==> config.mk <==
export PLATFORM = sky130hd
export DESIGN_NAME = sleep_wakeup_queue
export DESIGN_NICKNAME = d
export VERILOG_FILES = /design/src/rtl/core/swq_pkg.sv /design/src/rtl/core/swq_ram.sv /design/src/rtl/core/swq_seq.sv /design/src/rtl/core/sleep_wakeup_queue.sv
export VERILOG_INCLUDE_DIRS = /design/src /design/src/rtl/core
export SDC_FILE = /design/constraint.sdc
export NUM_CORES = 2
export LEC_CHECK = 0
export BUFFER_PORTS_ARGS = -buffer_cell sky130_fd_sc_hd__buf_4
export CAP_MARGIN = 10
export CORE_MARGIN = 2
export CORE_UTILIZATION = 35
export CTS_BUF_LIST = sky130_fd_sc_hd__clkbuf_8 sky130_fd_sc_hd__clkbuf_16
export CTS_CLUSTER_SIZE = 12
export DETAILED_ROUTE_END_ITERATION = 16
export PLACE_DENSITY_LB_ADDON = 0.1
export SYNTH_ARGS = -nofsm -noshare
export SYNTH_HDL_FRONTEND = slang
export SYNTH_SLANG_ARGS = --single-unit
==> constraint.sdc <==
create_clock -name clk -period 7.1 [get_ports clk]
set_clock_uncertainty 0.2 [all_clocks]
set_input_delay 2.13 -clock clk [delete_from_list [all_inputs] [get_ports clk]]
set_output_delay 2.13 -clock clk [all_outputs]
set_load 0.01 [all_outputs]
==> src/rtl/core/sleep_wakeup_queue_defines.svh <==
// assertion macros for the sleep/wakeup timer queue
// no dependencies; included inside the modules that check their own logic
`ifndef SLEEP_WAKEUP_QUEUE_DEFINES_SVH
`define SLEEP_WAKEUP_QUEUE_DEFINES_SVH

// same-cycle implication, disabled during reset
`define SWQ_ASSERT_NOW(label, clk, rst, ante, cons) \
  label: assert property (@(posedge clk) disable iff (rst) (ante) |-> (cons)) \
    else $error("timer queue check failed");

// next-cycle implication, disabled during reset
`define SWQ_ASSERT_NEXT(label, clk, rst, ante, cons) \
  label: assert property (@(posedge clk) disable iff (rst) (ante) |=> (cons)) \
    else $error("timer queue check failed");

`endif

==> src/rtl/core/swq_pkg.sv <==
// shared types, sizes, codes and index helpers of the sleep/wakeup timer queue
// no dependencies
package swq_pkg;

  localparam int QUEUE_DEPTH = 16;
  localparam int ID_BITS     = 8;
  localparam int TIME_BITS   = 63;
  localparam int PORT_ID_BITS = 8;
  localparam int ADDR_BITS   = (QUEUE_DEPTH > 1) ? $clog2(QUEUE_DEPTH) : 1;
  localparam int CNT_BITS    = $clog2(QUEUE_DEPTH + 1);

  // command and result codes
  localparam logic CMD_SLEEP   = 1'b0;
  localparam logic CMD_TICK    = 1'b1;
  localparam logic KIND_WOKEN  = 1'b0;
  localparam logic KIND_REJECT = 1'b1;

  typedef logic [ID_BITS-1:0]      id_t;
  typedef logic [TIME_BITS-1:0]    time_t;
  typedef logic [ADDR_BITS-1:0]    addr_t;
  typedef logic [CNT_BITS-1:0]     cnt_t;
  typedef logic [PORT_ID_BITS-1:0] port_id_t;

  // one stored queue entry
  typedef struct packed {
    id_t   id;
    time_t wake;
  } entry_t;

  localparam int ENTRY_BITS = $bits(entry_t);

  // one result handed from the sequencer to the output register
  typedef struct packed {
    logic     valid;
    logic     kind;
    port_id_t id;
    logic     last;
  } res_t;

  // queue storage port
  typedef struct packed {
    logic   we;
    addr_t  waddr;
    entry_t wdata;
    addr_t  raddr;
  } ram_req_t;

  // keep only the id bits that the queue stores
  function automatic id_t id_trim(input port_id_t x);
    logic [15:0] w;
    id_t r;
    w = {8'b0, x};
    for (int i = 0; i < ID_BITS; i++) begin
      r[i] = w[i];
    end
    return r;
  endfunction

  // widen or cut a stored id to the port width
  function automatic port_id_t id_out(input id_t x);
    logic [15:0] w;
    w = 16'(x);
    return w[PORT_ID_BITS-1:0];
  endfunction

  // physical slot of a queue position relative to the head
  function automatic addr_t wrap_add(input addr_t a, input cnt_t b);
    logic [CNT_BITS:0] s;
    s = (CNT_BITS+1)'(a) + (CNT_BITS+1)'(b);
    if (s >= (CNT_BITS+1)'(QUEUE_DEPTH)) begin
      s = s - (CNT_BITS+1)'(QUEUE_DEPTH);
    end
    return s[ADDR_BITS-1:0];
  endfunction

endpackage

==> src/rtl/core/swq_ram.sv <==
// generic single-write, single-read ram with registered read data
// no dependencies
module swq_ram #(
  parameter int WIDTH = 8,
  parameter int DEPTH = 16,
  localparam int AW = (DEPTH > 1) ? $clog2(DEPTH) : 1
) (
  input  logic             clk,
  input  logic             we,
  input  logic [AW-1:0]    waddr,
  input  logic [WIDTH-1:0] wdata,
  input  logic [AW-1:0]    raddr,
  output logic [WIDTH-1:0] rdata
);

  logic [WIDTH-1:0] mem [DEPTH];

  // write port and registered read port
  always_ff @(posedge clk) begin
    if (we) begin
      mem[waddr] <= wdata;
    end
    rdata <= mem[raddr];
  end

endmodule

==> src/rtl/core/swq_seq.sv <==
// sequencer of the timer queue: sorted insert and due-entry pop over one comparator
// depends on swq_pkg and sleep_wakeup_queue_defines.svh
`include "sleep_wakeup_queue_defines.svh"

module swq_seq (
  input  logic              clk,
  input  logic              rst,
  input  logic              in_valid,
  output logic              in_ready,
  input  logic              in_cmd,
  input  swq_pkg::id_t      in_id,
  input  swq_pkg::time_t    in_time,
  input  logic              res_ready,
  output swq_pkg::res_t     res,
  output swq_pkg::ram_req_t ram,
  input  swq_pkg::entry_t   rdata
);
  import swq_pkg::*;

  localparam logic [2:0] S_IDLE    = 3'd0;
  localparam logic [2:0] S_INS_RD  = 3'd1;
  localparam logic [2:0] S_INS_CMP = 3'd2;
  localparam logic [2:0] S_REJ     = 3'd3;
  localparam logic [2:0] S_TK_RD   = 3'd4;
  localparam logic [2:0] S_TK_CMP  = 3'd5;
  localparam logic [2:0] S_FLUSH   = 3'd6;

  localparam cnt_t DEPTH_CNT = CNT_BITS'(QUEUE_DEPTH);
  localparam cnt_t ONE_CNT   = CNT_BITS'(1);

  logic [2:0] state;
  cnt_t       count;
  addr_t      head;
  cnt_t       k;
  logic       cmd_reg;
  id_t        id_reg;
  time_t      t_reg;
  logic       pend_valid;
  id_t        pend_id;

  logic       le;
  cnt_t       k_dec;
  addr_t      ins_rd_addr;
  addr_t      ins_wr_addr;

  // shared wake-time comparator, used by insert and pop alike
  assign le          = rdata.wake <= t_reg;
  assign k_dec       = k - ONE_CNT;
  assign ins_rd_addr = wrap_add(head, k_dec);
  assign ins_wr_addr = wrap_add(head, k);
  assign in_ready    = state == S_IDLE;

  // storage port and result drive
  always_comb begin
    ram.we    = 1'b0;
    ram.waddr = ins_wr_addr;
    ram.wdata = rdata;
    ram.raddr = head;
    res.valid = 1'b0;
    res.kind  = KIND_WOKEN;
    res.id    = id_out(pend_id);
    res.last  = 1'b1;
    case (state)
      S_INS_RD: begin
        ram.raddr = ins_rd_addr;
        if (k == '0) begin
          ram.we    = 1'b1;
          ram.wdata = '{id: id_reg, wake: t_reg};
        end
      end
      S_INS_CMP: begin
        ram.we = 1'b1;
        if (le) begin
          ram.wdata = '{id: id_reg, wake: t_reg};
        end
      end
      S_REJ: begin
        res.valid = res_ready;
        res.kind  = KIND_REJECT;
        res.id    = id_out(id_reg);
      end
      S_TK_CMP: begin
        res.valid = le && pend_valid && res_ready;
        res.last  = 1'b0;
      end
      S_FLUSH: begin
        res.valid = res_ready;
      end
      default: begin
      end
    endcase
  end

  // sequencer
  always_ff @(posedge clk) begin
    if (rst) begin
      state      <= S_IDLE;
      count      <= '0;
      head       <= '0;
      pend_valid <= 1'b0;
    end else begin
      case (state)
        S_IDLE: begin
          if (in_valid) begin
            cmd_reg <= in_cmd;
            id_reg  <= in_id;
            t_reg   <= in_time;
            k       <= count;
            if (in_cmd == CMD_TICK) begin
              state <= S_TK_RD;
            end else if (count == DEPTH_CNT) begin
              state <= S_REJ;
            end else begin
              state <= S_INS_RD;
            end
          end
        end
        S_INS_RD: begin
          if (k == '0) begin
            count <= count + ONE_CNT;
            state <= S_IDLE;
          end else begin
            state <= S_INS_CMP;
          end
        end
        S_INS_CMP: begin
          if (le) begin
            count <= count + ONE_CNT;
            state <= S_IDLE;
          end else begin
            k     <= k_dec;
            state <= S_INS_RD;
          end
        end
        S_REJ: begin
          if (res_ready) begin
            state <= S_IDLE;
          end
        end
        S_TK_RD: begin
          if (count == '0) begin
            state <= pend_valid ? S_FLUSH : S_IDLE;
          end else begin
            state <= S_TK_CMP;
          end
        end
        S_TK_CMP: begin
          if (!le) begin
            state <= pend_valid ? S_FLUSH : S_IDLE;
          end else if (!pend_valid || res_ready) begin
            pend_valid <= 1'b1;
            pend_id    <= rdata.id;
            head       <= wrap_add(head, ONE_CNT);
            count      <= count - ONE_CNT;
            state      <= S_TK_RD;
          end
        end
        S_FLUSH: begin
          if (res_ready) begin
            pend_valid <= 1'b0;
            state      <= S_IDLE;
          end
        end
        default: begin
          state <= S_IDLE;
        end
      endcase
    end
  end

  // checks on the sequencer
  `SWQ_ASSERT_NOW(a_count_range, clk, rst, 1'b1, count <= DEPTH_CNT)
  `SWQ_ASSERT_NOW(a_res_slot, clk, rst, res.valid, res_ready)
  `SWQ_ASSERT_NOW(a_write_on_sleep, clk, rst, ram.we, cmd_reg == CMD_SLEEP && count < DEPTH_CNT)
  `SWQ_ASSERT_NEXT(a_reject_full, clk, rst, in_valid && in_ready && in_cmd == CMD_SLEEP && count == DEPTH_CNT, state == S_REJ)

endmodule

==> src/rtl/core/sleep_wakeup_queue.sv <==
// top level of the sleep/wakeup timer queue: stream ports, output register, storage
// depends on swq_pkg, swq_ram and swq_seq
//
// Sorted timer queue of sleeping thread ids. A sleep transfer (tuser 0) inserts
// its id after every entry with a wake time not later than its own; a tick
// transfer (tuser 1) pops every front entry due at the given time, one result
// transfer per entry, the last one of the burst with tlast set. A sleep into a
// full queue gives one result with tuser 1 and the rejected id. Entries live in
// a circular buffer in one ram with a registered read port, and one comparator
// does all wake-time checks, so the block takes one input transfer at a time:
// a sleep reads and compares the stored entries from the back, moving each one
// with a later wake time back one slot; a tick reads and compares the front
// entry and pops it while it is due, one result per popped entry, and a
// rejected sleep gives its result alone. The output register lets the next
// input transfer in while a result still waits.
module sleep_wakeup_queue (
  input  logic        clk,
  input  logic        rst,
  input  logic        s_axis_tvalid,
  output logic        s_axis_tready,
  input  logic [71:0] s_axis_tdata,  // thread_id [7:0], time_value [70:8], zero [71]
  input  logic        s_axis_tuser,  // command
  output logic        m_axis_tvalid,
  input  logic        m_axis_tready,
  output logic [7:0]  m_axis_tdata,  // woken_id [7:0]
  output logic        m_axis_tuser,  // result_kind
  output logic        m_axis_tlast
);
  import swq_pkg::*;

  res_t     res;
  ram_req_t ram;
  entry_t   rdata;
  logic     slot_free;

  // output register is free when empty or being drained
  assign slot_free = !m_axis_tvalid || m_axis_tready;

  swq_seq u_seq (
    .clk       (clk),
    .rst       (rst),
    .in_valid  (s_axis_tvalid),
    .in_ready  (s_axis_tready),
    .in_cmd    (s_axis_tuser),
    .in_id     (id_trim(s_axis_tdata[7:0])),
    .in_time   (s_axis_tdata[70:8]),
    .res_ready (slot_free),
    .res       (res),
    .ram       (ram),
    .rdata     (rdata)
  );

  swq_ram #(
    .WIDTH (ENTRY_BITS),
    .DEPTH (QUEUE_DEPTH)
  ) u_ram (
    .clk   (clk),
    .we    (ram.we),
    .waddr (ram.waddr),
    .wdata (ram.wdata),
    .raddr (ram.raddr),
    .rdata (rdata)
  );

  // output register valid
  always_ff @(posedge clk) begin
    if (rst) begin
      m_axis_tvalid <= 1'b0;
    end else if (slot_free) begin
      m_axis_tvalid <= res.valid;
    end
  end

  // output register payload
  always_ff @(posedge clk) begin
    if (res.valid) begin
      m_axis_tdata <= res.id;
      m_axis_tuser <= res.kind;
      m_axis_tlast <= res.last;
    end
  end

endmodule
==> results.cfg <==
[status]
status = finished clean

[pwr]
seqPwrFrac_pct = 47.3
power.density_nw_per_um2 = 367
switchingPower_mw = 5.89
total_power_mw = 21.7
intPower_mw = 15.8
clockPowerShare_pct = 33.3
comb_power_share_pct = 19.4
sw_frac_of_total_pct = 27.1
vdd_drop_max_mv = 0.198
leakage_nw = 20.0

[detailed_routing]
detail_route.wl_per_cell_um = 26.6
wl_met1_um = 56700
routed.top_layer = met5
route.vias.total = 24400
first_pass_iters = 5
route.detailed.drc = 0
wl_met3_um = 5510
ant_nets = 0
drt_iter0_drc = 1661
wirelength_um = 125000
wl_met2_um = 60900
via_per_inst = 5.18

[cts]
cts-resized-gates = 0
cts_hold_buf = 0
cts_root_buf = clkbuf_16
post_cts.repair.setup_buffers = 0
path_clk_slew_ns = 0.06
numClockSinks = 1315
insertion_delay_ns = 0.77
cts_buffer_depth = 3
cts-buffers-inserted = 146
htree_levels = 4
cts_tree = done

[critical_path]
cp.buffers_inverters = 3
cpPeakStageDelay_ns = 0.86
slowest_stage = a221oi_1
r2r-end = u_ram.mem[11][33]
cp_cell_sequence = inv_1, ha_1, a21oi_1, o21ai_0, a22oi_1, o211ai_1, a221oi_1, a21oi_2, buf_4, o21ai_4, buf_12, mux2_1
start_kind = flop
cp-end-kind = flop
crit_cells = 12
path_class = reg -> reg
ff2ff_setup_slack_ns = 2.33
crit_required_ns = 7.33
cp_max_fo = 71
crit_arrival_ns = 5.00
crit_family = compound AO/OA/AOI/OAI gates
r2r_start = u_seq.t_reg[18]
reg2regPathDepth = 12

[finish]
multiInputGateArea_um2 = 12000
ff_latch_area_um2 = 38600
syn2layout_area_growth_pct = 15.2
largest_reg_flops = 1136
nFillCells = 13000
nets = 2832
layout.cells.non_filler = 4712
final_util_pct = 40.6
final_layout_size_suffix_gt1_share_pct = 24.9

[timing]
drv_slew = 0
fin_ws_ns = 2.33
max_slew_margin_pct = 30.7
fmax_mhz = 210
setup_viol = 0
setup_tns_ns = 0
fin_crit_sh_pct = 67.2
period_needed_ns = 4.77
final-hold-violation-count = 0
tightest_slew_ns = 1.04
rsz0062_at_grt = false

[floorplan]
chipWidth_um = 387
io-pin-count = 89
fp.dieH_um = 387
core-area_um2 = 146000
rows = 140
initial_core_util_pct = 35.3
die_area_um2 = 150000

[global_route]
antenna_found_initial = 10
first_global_vias = 26100
grt-ovfl-total = 0
grt_use_total_pct = 16.7
grt_start_max_net_pins = 144
grt_pass1_wl_um = 181000

[synth]
synth_top_cell_area_share_pct = 71.8
synthAdderAreaFrac_pct = 1.92
synth_top_cell_by_area = edfxtp_1
synth-edff-count = 1230
synthSimpleGateAreaFrac_pct = 2.47
synthCells = 2508
yosysUniqueCellTypes = 60
synth_ff_type = edfxtp_1
yosys_warnings = 0
synth_fp_nets = 2662
synth_top_family_by_area = multiplexers
synth_area_leaders = edfxtp_1 (72%), mux4_2 (12%), dfxtp_1 (3.3%)
synthXorXnorAreaFrac_pct = 0.238
syn_area_per_cell_um2 = 20.5
ys_ff_latch = 1315
syn_area_um2 = 51400
async_flop_share_pct = 0
yosysSeqAreaShare_pct = 75.1
synthMuxAreaShare_pct = 15.5
synth_compound_area_share_pct = 2.91

[place]
gp_congestion = 0.690
detailed_place_hpwl_um = 59700
dp.cells = 4447
portBuffers = 87
pre_cts_ws_ns = 2.17

[worst_hold_path]
hold_start = u_ram.rdata[69]
hold_depth = 0
hold_path.class = reg -> reg
holdPathEnd = u_seq.pend_id[6]

[flow_run]
maxCapViolCount = 0
[power groups by stage]
stage          combinational (mW)  clock [mW]  sequential (mW)
2_1_floorplan                3.05           0             10.3
3_3_place_gp                 4.15           0             10.4
3_5_place_dp                 4.28           0             10.4
4_1_cts                      4.30        7.44             10.3
5_1_grt                      4.66        7.72             10.3
6_report                     4.21        7.23             10.3
[worst reg2reg max path, delay by kind of cell (launching register included)]
| kind | cells | cell delay (ns) |
|---|---|---|
| buf+inv | 3 | 0.82 |
| fa+ha+maj | 1 | 0.24 |
| compound gates | 7 | 2.11 |
| flops | 1 | 0.38 |
| mux | 1 | 0.68 |
[synth_stat cells, types with 4 or more instances]
library cell	n
buf_6	12
mux4_2	284
mux2i_1	73
ha_1	74
nand4_1	12
nand2b_1	4
inv_1	76
nor2_1	35
mux2_1	24
a211oi_1	75
a21oi_1	108
a21o_1	10
mux2_2	49
nor3_1	12
nor2b_1	78
nand2_1	57
or4_1	5
buf_4	17
xor2_1	8
buf_2	43
edfxtp_1	1230
clkbuf_1	41
nand3b_1	4
o21ai_0	13
dfxtp_1	85
xnor2_1	6
and4_1	4
nand3_1	15
buf_1	4
[routing by layer]
metal,GRT usage (%),vias to the layer above
met5,0,-
met4,4.65,10
met3,3.14,161
met2,27.2,484
met1,23.0,13100
li1,-,10600
[cell families after synthesis]
| kind of cell | count (synthesis) |
|---|---|
| adder cells (fa/ha/maj) | 77 |
| buffers and inverters | 194 |
| multiplexers | 431 |
| AO/OA/AOI/OAI | 237 |
| XOR/XNOR | 14 |
| AND/OR/NAND/NOR | 240 |
| flip-flops | 1315 |
[how the worst max path moves through the flow]
| stage | from | end | slack (ns) |
|---|---|---|---|
| after global routing | u_seq.t_reg[18] | u_ram.mem[15][37] | 2.08 |
| after detailed placement | u_seq.t_reg[4] | u_ram.mem[12][31] | 2.17 |
| after CTS | u_seq.t_reg[4] | u_ram.mem[11][37] | 2.14 |
| final | u_seq.t_reg[18] | u_ram.mem[11][33] | 2.33 |
| after floorplan | rst | u_seq.id_reg[0] | 0.88 |
| after global placement | u_seq.t_reg[4] | u_ram.mem[2][48] | 2.25 |
[layout make-up]
class                      instances  share of cell area [%]
multi-input combinational        999                    20.3
antenna                            2                 0.00845
tap                             1917                    4.05
clock buffer                     163                    6.66
sequential                      1315                    65.2
inverter                          77                   0.488
timing repair buffer             139                    2.10
clock inverter                   100                    1.15
[layout by cell type, fill, tap and decap left out, types with 10 or more instances in the layout]
cell	netlist	layout
edfxtp_1	1230	1230
mux4_2	284	284
clkbuf_16	0	151
buf_4	17	123
inv_1	76	119
a21oi_1	108	108
dfxtp_1	85	85
nor2b_1	78	78
a211oi_1	75	75
ha_1	74	74
mux2i_1	73	72
nand2_1	57	57
mux2_2	49	49
mux2_1	24	24
clkinv_1	1	23
nor2_1	35	18
nor2_4	0	17
clkinv_2	0	17
buf_12	0	16
nand3_1	15	15
o21ai_0	13	13
nand4_1	12	12
nor3_1	12	12
clkbuf_8	0	12
a21o_1	10	10
[stage by stage]
stage	cell area [um2]	hold WS, ns
floorplan	51400	0.201
global placement	54600	0.213
detailed placement	54600	0.215
CTS	59200	0.229
global route	59200	0.245
finish	59200	0.231
Power figures use the tool's default switching activity.
